===== config.mk =====
export PLATFORM = sky130hd
export DESIGN_NAME = sfdt_rem
export DESIGN_NICKNAME = d
export VERILOG_FILES = /design/src/rtl/sfdt_pkg.sv /design/src/rtl/sfdt_rem.sv
export SDC_FILE = /design/constraint.sdc
export NUM_CORES = 1
export LEC_CHECK = 0
export BUFFER_PORTS_ARGS = -buffer_cell sky130_fd_sc_hd__buf_2
export CORE_MARGIN = 2
export CORE_UTILIZATION = 40
export CTS_BUF_LIST = sky130_fd_sc_hd__clkbuf_4 sky130_fd_sc_hd__clkbuf_8 sky130_fd_sc_hd__clkbuf_16
export DETAILED_ROUTE_END_ITERATION = 10
export RECOVER_POWER = 25
export SKIP_LAST_GASP = 1
export SLEW_MARGIN = 30
export SYNTH_ARGS = -nofsm -noshare
export SYNTH_HDL_FRONTEND = slang
export SYNTH_SLANG_ARGS = --single-unit

===== constraint.sdc =====
create_clock -name clk -period 2.4 [get_ports clk]
set_input_delay 0.12 -clock clk [delete_from_list [all_inputs] [get_ports clk]]
set_output_delay 0.12 -clock clk [all_outputs]
set_load 0.02 [all_outputs]

===== src/rtl/sfdt_pkg.sv =====
// Shared constants and types for the stereo feedback delay with tail.
package sfdt_pkg;

    // Configuration register widths and reset values.
    localparam int DLY_W     = 19;
    localparam int GAIN_W    = 16;
    localparam int TAIL_W    = 19;
    localparam int CFG_IDX_W = 2;

    localparam int DELAY_RST = 24000;
    localparam int GAIN_RST  = 16384;
    localparam int TAIL_RST  = 480000;

    // Q1.15 rounding of the feedback product.
    localparam int Q_SHIFT    = 15;
    localparam int ROUND_HALF = 16384;

    // Configuration register indexes.
    typedef enum logic [CFG_IDX_W-1:0] {
        REG_DELAY = 2'd0,
        REG_GAIN  = 2'd1,
        REG_TAIL  = 2'd2
    } cfg_reg_t;

    // Per-word control that travels beside the lane data.
    typedef struct packed {
        logic vld;    // stage holds a word
        logic act;    // voice was on for this word
        logic we;     // word reads the delay line and writes it back
        logic rd_ok;  // read address was written at least once
        logic feed;   // dry sample goes into the loop
    } lane_ctl_t;

endpackage


===== src/rtl/sfdt_rem.sv =====
// Reciprocal-multiply remainder unit that folds the delay length into the delay memory depth.
module sfdt_rem #(
    parameter int DELAY_DEPTH = 524288
) (
    input  logic                                 clk,
    input  logic                                 rst_n,
    input  logic                                 start,
    input  logic [sfdt_pkg::DLY_W-1:0]           delay_in,
    output logic                                 busy,
    output logic [$clog2(DELAY_DEPTH)-1:0]       off
);
    import sfdt_pkg::*;

    localparam int PW = $clog2(DELAY_DEPTH);
    localparam int SH = DLY_W + PW;          // reciprocal scale
    localparam int CW = DLY_W + 1;           // reciprocal width
    localparam int MW = DLY_W + CW;          // estimate product width
    localparam int DW = DLY_W + PW + 1;      // quotient times depth width
    localparam longint RECIP = (longint'(1) << SH) / longint'(DELAY_DEPTH);
    localparam logic [CW-1:0] RECIP_C = CW'(RECIP);
    localparam logic [PW:0]   DEPTH_C = (PW+1)'(DELAY_DEPTH);
    localparam int OFF_RST = DELAY_RST % DELAY_DEPTH;

    logic [DLY_W-1:0] x_reg;
    logic [MW-1:0]    est_reg;
    logic             est_vld_reg;
    logic [PW:0]      r_reg;
    logic             r_vld_reg;
    logic [PW-1:0]    off_reg;

    logic [MW-1:0]    est_next;
    logic [DLY_W-1:0] quo;
    logic [DW-1:0]    qd;
    logic [DW-1:0]    diff;
    logic [PW:0]      fix;

    // The quotient estimate is the true quotient or one less, so the first
    // remainder lies below twice the depth and one compare and subtract ends it.
    always_comb
    begin
        est_next = delay_in * RECIP_C;
        quo      = DLY_W'(est_reg >> SH);
        qd       = quo * DEPTH_C;
        diff     = DW'(x_reg) - qd;
        fix      = (r_reg >= DEPTH_C) ? (r_reg - DEPTH_C) : r_reg;
    end

    always_ff @(posedge clk or negedge rst_n)
    begin
        if (!rst_n)
        begin
            x_reg       <= '0;
            est_reg     <= '0;
            est_vld_reg <= 1'b0;
            r_reg       <= '0;
            r_vld_reg   <= 1'b0;
            off_reg     <= PW'(OFF_RST);
        end
        else
        begin
            est_vld_reg <= start;
            r_vld_reg   <= est_vld_reg;
            if (start)
            begin
                x_reg   <= delay_in;
                est_reg <= est_next;
            end
            if (est_vld_reg)
            begin
                r_reg <= diff[PW:0];
            end
            if (r_vld_reg)
            begin
                off_reg <= fix[PW-1:0];
            end
        end
    end

    assign busy = est_vld_reg || r_vld_reg;
    assign off  = off_reg;

endmodule


==> results of run 1 <==
worst max-delay path, delay by kind of cell, from the launching register on:
kind | cells | cell delay (ns)
buf+inv | 1 | 0.16
flops | 1 | 0.92
simple gates | 1 | 0.23
per-layer routing:
layer / GRT usage / up-vias
li1: - / 531
met1: 0.172 / 584
met2: 0.206 / 32
met3: 0.0770 / 2
met4: 0.0474 / 0
met5: 0 / -
final timing paths:
kind	cells after the start	end
min in group asynchronous	2	x_reg[10]
max in group asynchronous	3	off[8]
setup reg to reg	1	r_reg[17]
setup / recovery	2	busy
hold reg to reg	1	x_reg[10]
hold / removal	2	x_reg[13]
report_power, final:
group	internal (mW)	switching, mW	total [mW]
Clock	0.414	0.347	0.761
Sequential	1.16	0.0874	1.24
Combinational	0.173	0.170	0.343
kinds of logic (layout without fill, tap and decap cells):
kind of cell / Yosys count / in the layout / share of synthesized area
flops: 59 / 59 / 0.668
mux: 57 / 57 / 0.306
buf+inv: 6 / 60 / 0.0231
simple gates: 1 / 1 / 0.00282
area by class of cell:
class                           count  area share
Timing Repair Buffer               45      0.0904
Multi-Input combinational cell     58       0.247
Clock buffer                       12      0.0581
Tap cell                           72      0.0343
Sequential cell                    59       0.565
Clock inverter                      3     0.00571
repair_timing:
action	CTS	global route
hold buffers	1	1
gates resized for setup	0	0
endpoints found under the hold margin	20	1
layout by cell type, fill, tap and decap left out:
cell type      Yosys  routed
clkinv_2           0       3
clkbuf_8           0      10
buf_2              4      39
or2_2              1       1
clkbuf_1           0       2
mux2_1             0      10
dfstp_2            7       7
dlygate4sd3_1      0       2
dfrtp_1           52      52
buf_4              0       2
clkbuf_4           0       2
mux2_2            47      47
==> results.yml, run 1 <==
worst_setup_path:
  worst_setup_path_start_kind: "flip-flop"
  path_max_fanout: 21
  max_stage_delay_ns: 0.92
  r2r_setup_slack_ns: 0.93
  crit_required_ns: 2.28
  worstPathCellList: "or2_2 -> buf_2"
  worstReg2RegStart: "est_vld_reg"
  critPathKind: "reg -> out"
  worstPathArrival_ns: 1.63
  setup.worst_path.start: "est_vld_reg"
  slowest_stage: "dfrtp_1"
  crit_path_end_kind: "output pin"
cts:
  insertion_delay_ns: 0.32
  cts_buffer_depth: 2
  cts_buffers: 9
  cts_tree: "built"
  clk_pin_slew_worst_paths_ns: 0.06
  cts_root_buffer: "clkbuf_8"
  h-tree-depth: 3
  cts.sinks: 59
  postCtsSetupRepairBufs: 0
synth:
  ys_warn_count: 0
  syn_area_um2: 2220
  yosys-top-cells-area: "dfrtp_1, mux2_2, dfstp_2, mux2_4, buf_12"
  yosys.area.top_type: "dfrtp_1"
  synth_cells: 123
  synth.distinct_cells: 8
  yosysMostFrequentCell: "dfrtp_1"
  synth_nets: 145
  ys_ff_latch: 59
  synthArstFlopShare: 1.00
  synth_edf_count: 0
  syn_area_per_cell_um2: 18.1
  synth_common_cells: "dfrtp_1, mux2_2, mux2_4"
  synth_top_area_share: 0.586
  synth_top_flop_cell: "dfrtp_1"
  yosysSeqAreaShare: 0.668
global_route:
  grt_max_degree: 29
  grt_usage: 0.139
  grt_pass1_wl_um: 6290
  grt-ovfl-total: 0
  first_global_vias: 1323
  antenna_found_initial: 0
worst_hold_path:
  hp-start: "delay_in[13]"
  worst_hold_path_type: "in -> reg"
placed_design:
  dp.cells: 232
  portBuffers: 41
  post_dp_cell_area_um2: 2480
  dp_hpwl_um: 2420
  globalplace.congestion: 0.660
  pre_cts_slack_ns: 0.900
timing:
  report.final.slew_viol_count: 0
  finalSetupTns_ns: 0
  final-hold-violation-count: 0
  timing.fmax_mhz: 571
  tightest_slew_ns: 1.44
  fin_ws_ns: 0.650
  max_slew_margin: 0.0427
  min_period_ns: 1.75
  skew_ns: 0.00523
  whs_ns: 0.0116
  fin_crit_sh: 0.729
  setup_viol: 0
  rsz0062_at_grt: "false"
power_and_ir_drop:
  power.total_mw: 2.35
  p_leak_nw: 1.18
  powerDensity_nw_per_um2: 893
  peakVddDrop_uv: 448
finish:
  fin_cells: 249
  nets: 195
  num-fill-cells: 500
  fin_util: 0.483
  multi_input_comb_area_um2: 648
  num_antenna_cells: 0
  layout-drive-gt1-share: 0.627
  fin_area_um2: 2630
  syn2layout_area_growth_pct: 18.3
  register_area_um2: 1490
detailed_routing:
  topRoutingLayerUsed: "met4"
  wl_met3_um: 250
  drt_pass1_iterations: 3
  met2WireLength_um: 1730
  wl_um: 3610
  wire_per_inst_um: 14.5
  vias: 1149
  drtIter0Drc: 21
  drc_errors: 0
  met1_length_um: 1610
  avgViaCountPerCell: 4.61
  drtAntennaViolNets: 0
floorplan:
  start_util: 0.409
  core_um2: 5440
  dieArea_um2: 6170
  io_pins: 42
  rows: 27
  die_height_um: 78.5
  die_w_um: 78.5
flow_run:
  drv_cap: 0
outcome:
  status: "finished clean"
(Power assumes the default switching activity.)
==> inputs of run 2 (changes only) <==
==> constraint.sdc (replaced) <==
create_clock -name clk -period 1.4 [get_ports clk]
set_input_delay 0.07 -clock clk [delete_from_list [all_inputs] [get_ports clk]]
set_output_delay 0.07 -clock clk [all_outputs]
set_load 0.02 [all_outputs]
==> run 2 against run 1 <==
Power is 81% higher. Utilization is 4.8 points higher. Count of clock-buffer cells in the layout is 3 higher. Largest cell class unchanged.
==> results.yml, run 2 (synthesized netlist as in run 1, its figures left out) <==
flow_run:
  drv_cap: 0
floorplan:
  io_pins: 42
  core_um2: 5440
  dieArea_um2: 6170
  die_height_um: 78.5
  rows: 27
  die_w_um: 78.5
  start_util: 0.409
worst_setup_path:
  worst_setup_path_start_kind: "flip-flop"
  crit_required_ns: 1.33
  critPathKind: "reg -> out"
  crit_path_end_kind: "output pin"
  rr_worst_depth: 2
  worstPathArrival_ns: 1.25
  path_max_fanout: 7
timing:
  finalSetupTns_ns: 0
  report.final.slew_viol_count: 0
  final-hold-violation-count: 0
  tightest_slew_ns: 0.923
  max_slew_margin: 0.385
  whs_ns: 0.267
  setup_viol: 0
  timing.fmax_mhz: 755
  rsz0062_at_grt: "false"
  skew_ns: 0.00500
  fin_ws_ns: 0.0750
  fin_crit_sh: 0.946
  min_period_ns: 1.32
detailed_routing:
  wl_um: 3800
  drt_pass1_iterations: 2
  vias: 1246
  topRoutingLayerUsed: "met4"
  drtIter0Drc: 21
  drtAntennaViolNets: 0
  drc_errors: 0
  wl_met3_um: 152
  avgViaCountPerCell: 4.58
  met2WireLength_um: 1740
  wire_per_inst_um: 14.0
  met1_length_um: 1840
placed_design:
  pre_cts_slack_ns: 0.227
  globalplace.congestion: 0.688
  post_dp_cell_area_um2: 2540
  portBuffers: 41
  dp_hpwl_um: 2720
power_and_ir_drop:
  power.total_mw: 4.25
  p_leak_nw: 1.30
  powerDensity_nw_per_um2: 1470
  peakVddDrop_uv: 681
global_route:
  first_global_vias: 1364
  grt_usage: 0.145
  antenna_found_initial: 0
  grt-ovfl-total: 0
  grt_pass1_wl_um: 6720
  grt_max_degree: 45
cts:
  postCtsSetupRepairBufs: 0
  cts_tree: "built"
  cts_resized: 0
  cts_root_buffer: "clkbuf_8"
  cts.sinks: 59
  cts_buffer_depth: 2
  h-tree-depth: 3
  insertion_delay_ns: 0.32
  clk_pin_slew_worst_paths_ns: 0.06
  cts_buffers: 9
finish:
  syn2layout_area_growth_pct: 30.0
  layout_commonest_cell: "dfrtp_1"
  nets: 217
  final_cell_mix: "dfrtp_1, mux2_2, buf_2, dlygate4sd3_1, clkbuf_8"
  layout-drive-gt1-share: 0.590
  fin_area_um2: 2890
  num_antenna_cells: 0
worst_hold_path:
  holdPathStages: 2
  worst_hold_path_type: "in -> reg"
outcome:
  status: "finished clean"
[run 2: layout make-up]
| type | instances | area, um^2 |
|---|---|---|
| Tap cell | 72 | 90.1 |
| Timing Repair Buffer | 67 | 458 |
| Clock inverter | 1 | 5.00 |
| Multi-Input combinational cell | 58 | 656 |
| Fill cell | 467 | 2550 |
| Sequential cell | 59 | 1490 |
| Clock buffer | 15 | 194 |
[run 2: power by group]
| group | leakage (nW) | switching [mW] | internal (mW) |
|---|---|---|---|
| logic | 0.510 | 0.320 | 0.344 |
| registers | 0.683 | 0.133 | 1.98 |
| clock network | 0.107 | 0.600 | 0.874 |
| total | 1.30 | 1.05 | 3.20 |
[run 2: final timing paths]
path | from | end | slack [ns]
max reg2reg | r_vld_reg | off[16] | 0.25
max in group asynchronous | rst_n | off[6] | 0.21
min | start | x_reg[7] | 0.27
max | r_vld_reg | busy | 0.08
min in group asynchronous | rst_n | r_reg[15] | 0.40
min reg2reg | x_reg[6] | x_reg[6] | 0.48
[run 2: what timing repair did]
action                     in CTS  in global routing
hold endpoints to repair       34                  0
setup endpoints to repair       0                  0
hold buffers                   20                  0
[run 2: routing by layer]
metal | vias to the layer above | GRT usage
met1 | 627 | 0.196
met5 | - | 0
met3 | 7 | 0.0345
met2 | 31 | 0.215
met4 | 0 | 0.0789
li1 | 581 | -
[run 2: worst max-delay path: stages, from the launching register on]
cell	delay, ns
dfrtp_1	0.46
or2_2	0.32
buf_2	0.16
[run 2: stage by stage]
stage                util  std cells
floorplan               -        123
finish              0.531        272
global route        0.531        272
detailed placement  0.466        236
CTS                 0.540        272
global placement    0.466        236
==> inputs of run 3 (changes only) <==
--- a/config.mk
+++ b/config.mk
@@ -6,11 +6,13 @@
 export NUM_CORES = 1
 export LEC_CHECK = 0
 export BUFFER_PORTS_ARGS = -buffer_cell sky130_fd_sc_hd__buf_2
+export CORE_ASPECT_RATIO = 1.5
 export CORE_MARGIN = 2
 export CORE_UTILIZATION = 40
 export CTS_BUF_LIST = sky130_fd_sc_hd__clkbuf_4 sky130_fd_sc_hd__clkbuf_8 sky130_fd_sc_hd__clkbuf_16
 export DETAILED_ROUTE_END_ITERATION = 10
 export RECOVER_POWER = 25
+export SETUP_SLACK_MARGIN = 0.3
 export SKIP_LAST_GASP = 1
 export SLEW_MARGIN = 30
 export SYNTH_ARGS = -nofsm -noshare
==> run 3 against run 2 <==
Via count is 3.6% higher. Design area is 10% higher. Die area is 0.19% higher. Non-clock buffer count is 10 higher. Worst setup slack better by 0.047 ns. Worst hold slack worse by 0.19 ns. Critical path type unchanged. Largest cell class unchanged. Highest routed layer unchanged.
==> results.yml, run 3 (synthesized netlist as in run 1, its figures left out) <==
timing:
  final-hold-violation-count: 0
  setup_viol: 0
  skew_ns: 0.00738
  timing.fmax_mhz: 783
  finalSetupTns_ns: 0
  report.final.slew_viol_count: 0
  rsz0062_at_grt: "true"
  fin_ws_ns: 0.122
  min_period_ns: 1.28
  fin_crit_sh: 0.913
  tightest_slew_ns: 0.777
  max_slew_margin: 0.482
finish:
  multi_input_comb_area_um2: 692
  register_area_um2: 1490
  final_cell_mix: "dfrtp_1, mux2_2, buf_2, dlygate4sd3_1, clkbuf_8"
  syn2layout_area_growth_pct: 43.4
  num-fill-cells: 416
  fin_cells: 280
  layout_commonest_cell: "dfrtp_1"
  num_antenna_cells: 0
  layout-drive-gt1-share: 0.662
  nets: 227
placed_design:
  portBuffers: 41
  globalplace.congestion: 0.677
  dp.cells: 234
  pre_cts_slack_ns: 0.269
  dp_hpwl_um: 2550
cts:
  h-tree-depth: 3
  clk_pin_slew_worst_paths_ns: 0.06
  cts_buffers: 9
  insertion_delay_ns: 0.33
  cts_tree: "built"
  cts_root_buffer: "clkbuf_8"
  cts.sinks: 59
  cts_buffer_depth: 2
global_route:
  antenna_found_initial: 0
  grt_usage: 0.157
  grt_max_degree: 60
  grt-ovfl-total: 0
  grt_pass1_wl_um: 6980
  first_global_vias: 1480
worst_hold_path:
  hp-start: "start"
  worst_hold_path_type: "in -> reg"
worst_setup_path:
  setup.worst_path.start: "est_vld_reg"
  worstReg2RegStart: "r_vld_reg"
  path_max_fanout: 2
  critPathKind: "reg -> out"
  crit_path_end_kind: "output pin"
  crit_required_ns: 1.33
  worstPathArrival_ns: 1.21
  worst_setup_path_start_kind: "flip-flop"
floorplan:
  start_util: 0.411
  die_height_um: 95.3
  rows: 33
  io_pins: 42
  dieArea_um2: 6180
  core_um2: 5410
  die_w_um: 64.9
detailed_routing:
  drtAntennaViolNets: 0
  wl_um: 4320
  vias: 1291
  drtIter0Drc: 30
  drt_pass1_iterations: 3
  drc_errors: 0
  avgViaCountPerCell: 4.61
  wire_per_inst_um: 15.4
flow_run:
  drv_cap: 0
power_and_ir_drop:
  powerDensity_nw_per_um2: 1440
  seq_power_share: 0.463
  p_int_mw: 3.50
  power.total_mw: 4.59
  peakVddDrop_uv: 823
  p_clk_frac: 0.362
  p_leak_nw: 1.46
  power.share.switching: 0.237
  pwr-share-comb: 0.175
  p_switching_mw: 1.09
outcome:
  status: "finished clean"
[run 3: cell count changes in the layout (fill, tap and decap cells not counted), sizes merged]
cell | previous run | this run
clkinv | 1 | 0
clkbuf | 18 | 17
bufinv | 0 | 1
buf | 44 | 55
[run 3: power groups by stage]
stage | clock network [mW] | registers [mW] | logic, mW
CTS | 1.72 | 2.12 | 0.783
global placement | 0 | 2.14 | 0.649
global route | 1.79 | 2.16 | 0.864
detailed placement | 0 | 2.15 | 0.671
finish | 1.66 | 2.13 | 0.804
floorplan | 0 | 2.25 | 0.299
[run 3: final timing paths]
path | slack [ns] | endpoint | depth (start not counted)
setup / recovery | 0.12 | busy | 3
hold / removal | 0.08 | est_vld_reg | 2
setup reg to reg | 0.21 | off[4] | 4
hold reg to reg | 0.50 | off[1] | 1
max in group asynchronous | 0.39 | r_vld_reg | 3
min in group asynchronous | 0.46 | r_reg[9] | 3
[run 3: repair_timing]
| action | 4_1_cts | 5_1_grt |
|---|---|---|
| gates resized for setup | 16 | 9 |
| buffers inserted | 5 | 3 |
| hold buffers | 20 | 0 |
| hold endpoints to repair | 71 | 0 |
| gates cloned | 1 | 1 |
| endpoints found under the setup margin | 20 | 42 |
[run 3: worst max-delay path, cell delays in order, from the launching register on]
cell and delay [ns]:
dfrtp_1 0.40, buf_6 0.13, or2_4 0.22, buf_6 0.13
[run 3: routing by layer]
| metal | track usage | vias up | routed length [um] |
|---|---|---|---|
| li1 | - | 592 | - |
| met1 | 0.175 | 653 | 1750 |
| met2 | 0.263 | 36 | 2280 |
| met3 | 0.0579 | 10 | 202 |
| met4 | 0.0798 | 0 | 89 |
| met5 | 0 | - | 0 |
[run 3: area by class of cell]
| cell class | count | share of cell area |
|---|---|---|
| clock buffer | 15 | 0.0609 |
| clock inverter | 1 | 0.00943 |
| multi-input combinational | 58 | 0.217 |
| sequential | 59 | 0.467 |
| tap | 70 | 0.0275 |
| timing repair buffer | 77 | 0.218 |
[run 3: through the flow]
stage	instance area, um^2	hold WS, ns	util
2_1_floorplan	2220	-0.226	-
3_3_place_gp	2550	0.0908	0.471
3_5_place_dp	2550	0.0917	0.471
4_1_cts	3120	0.0574	0.576
5_1_grt	3190	0.0563	0.589
6_report	3190	0.0780	0.589
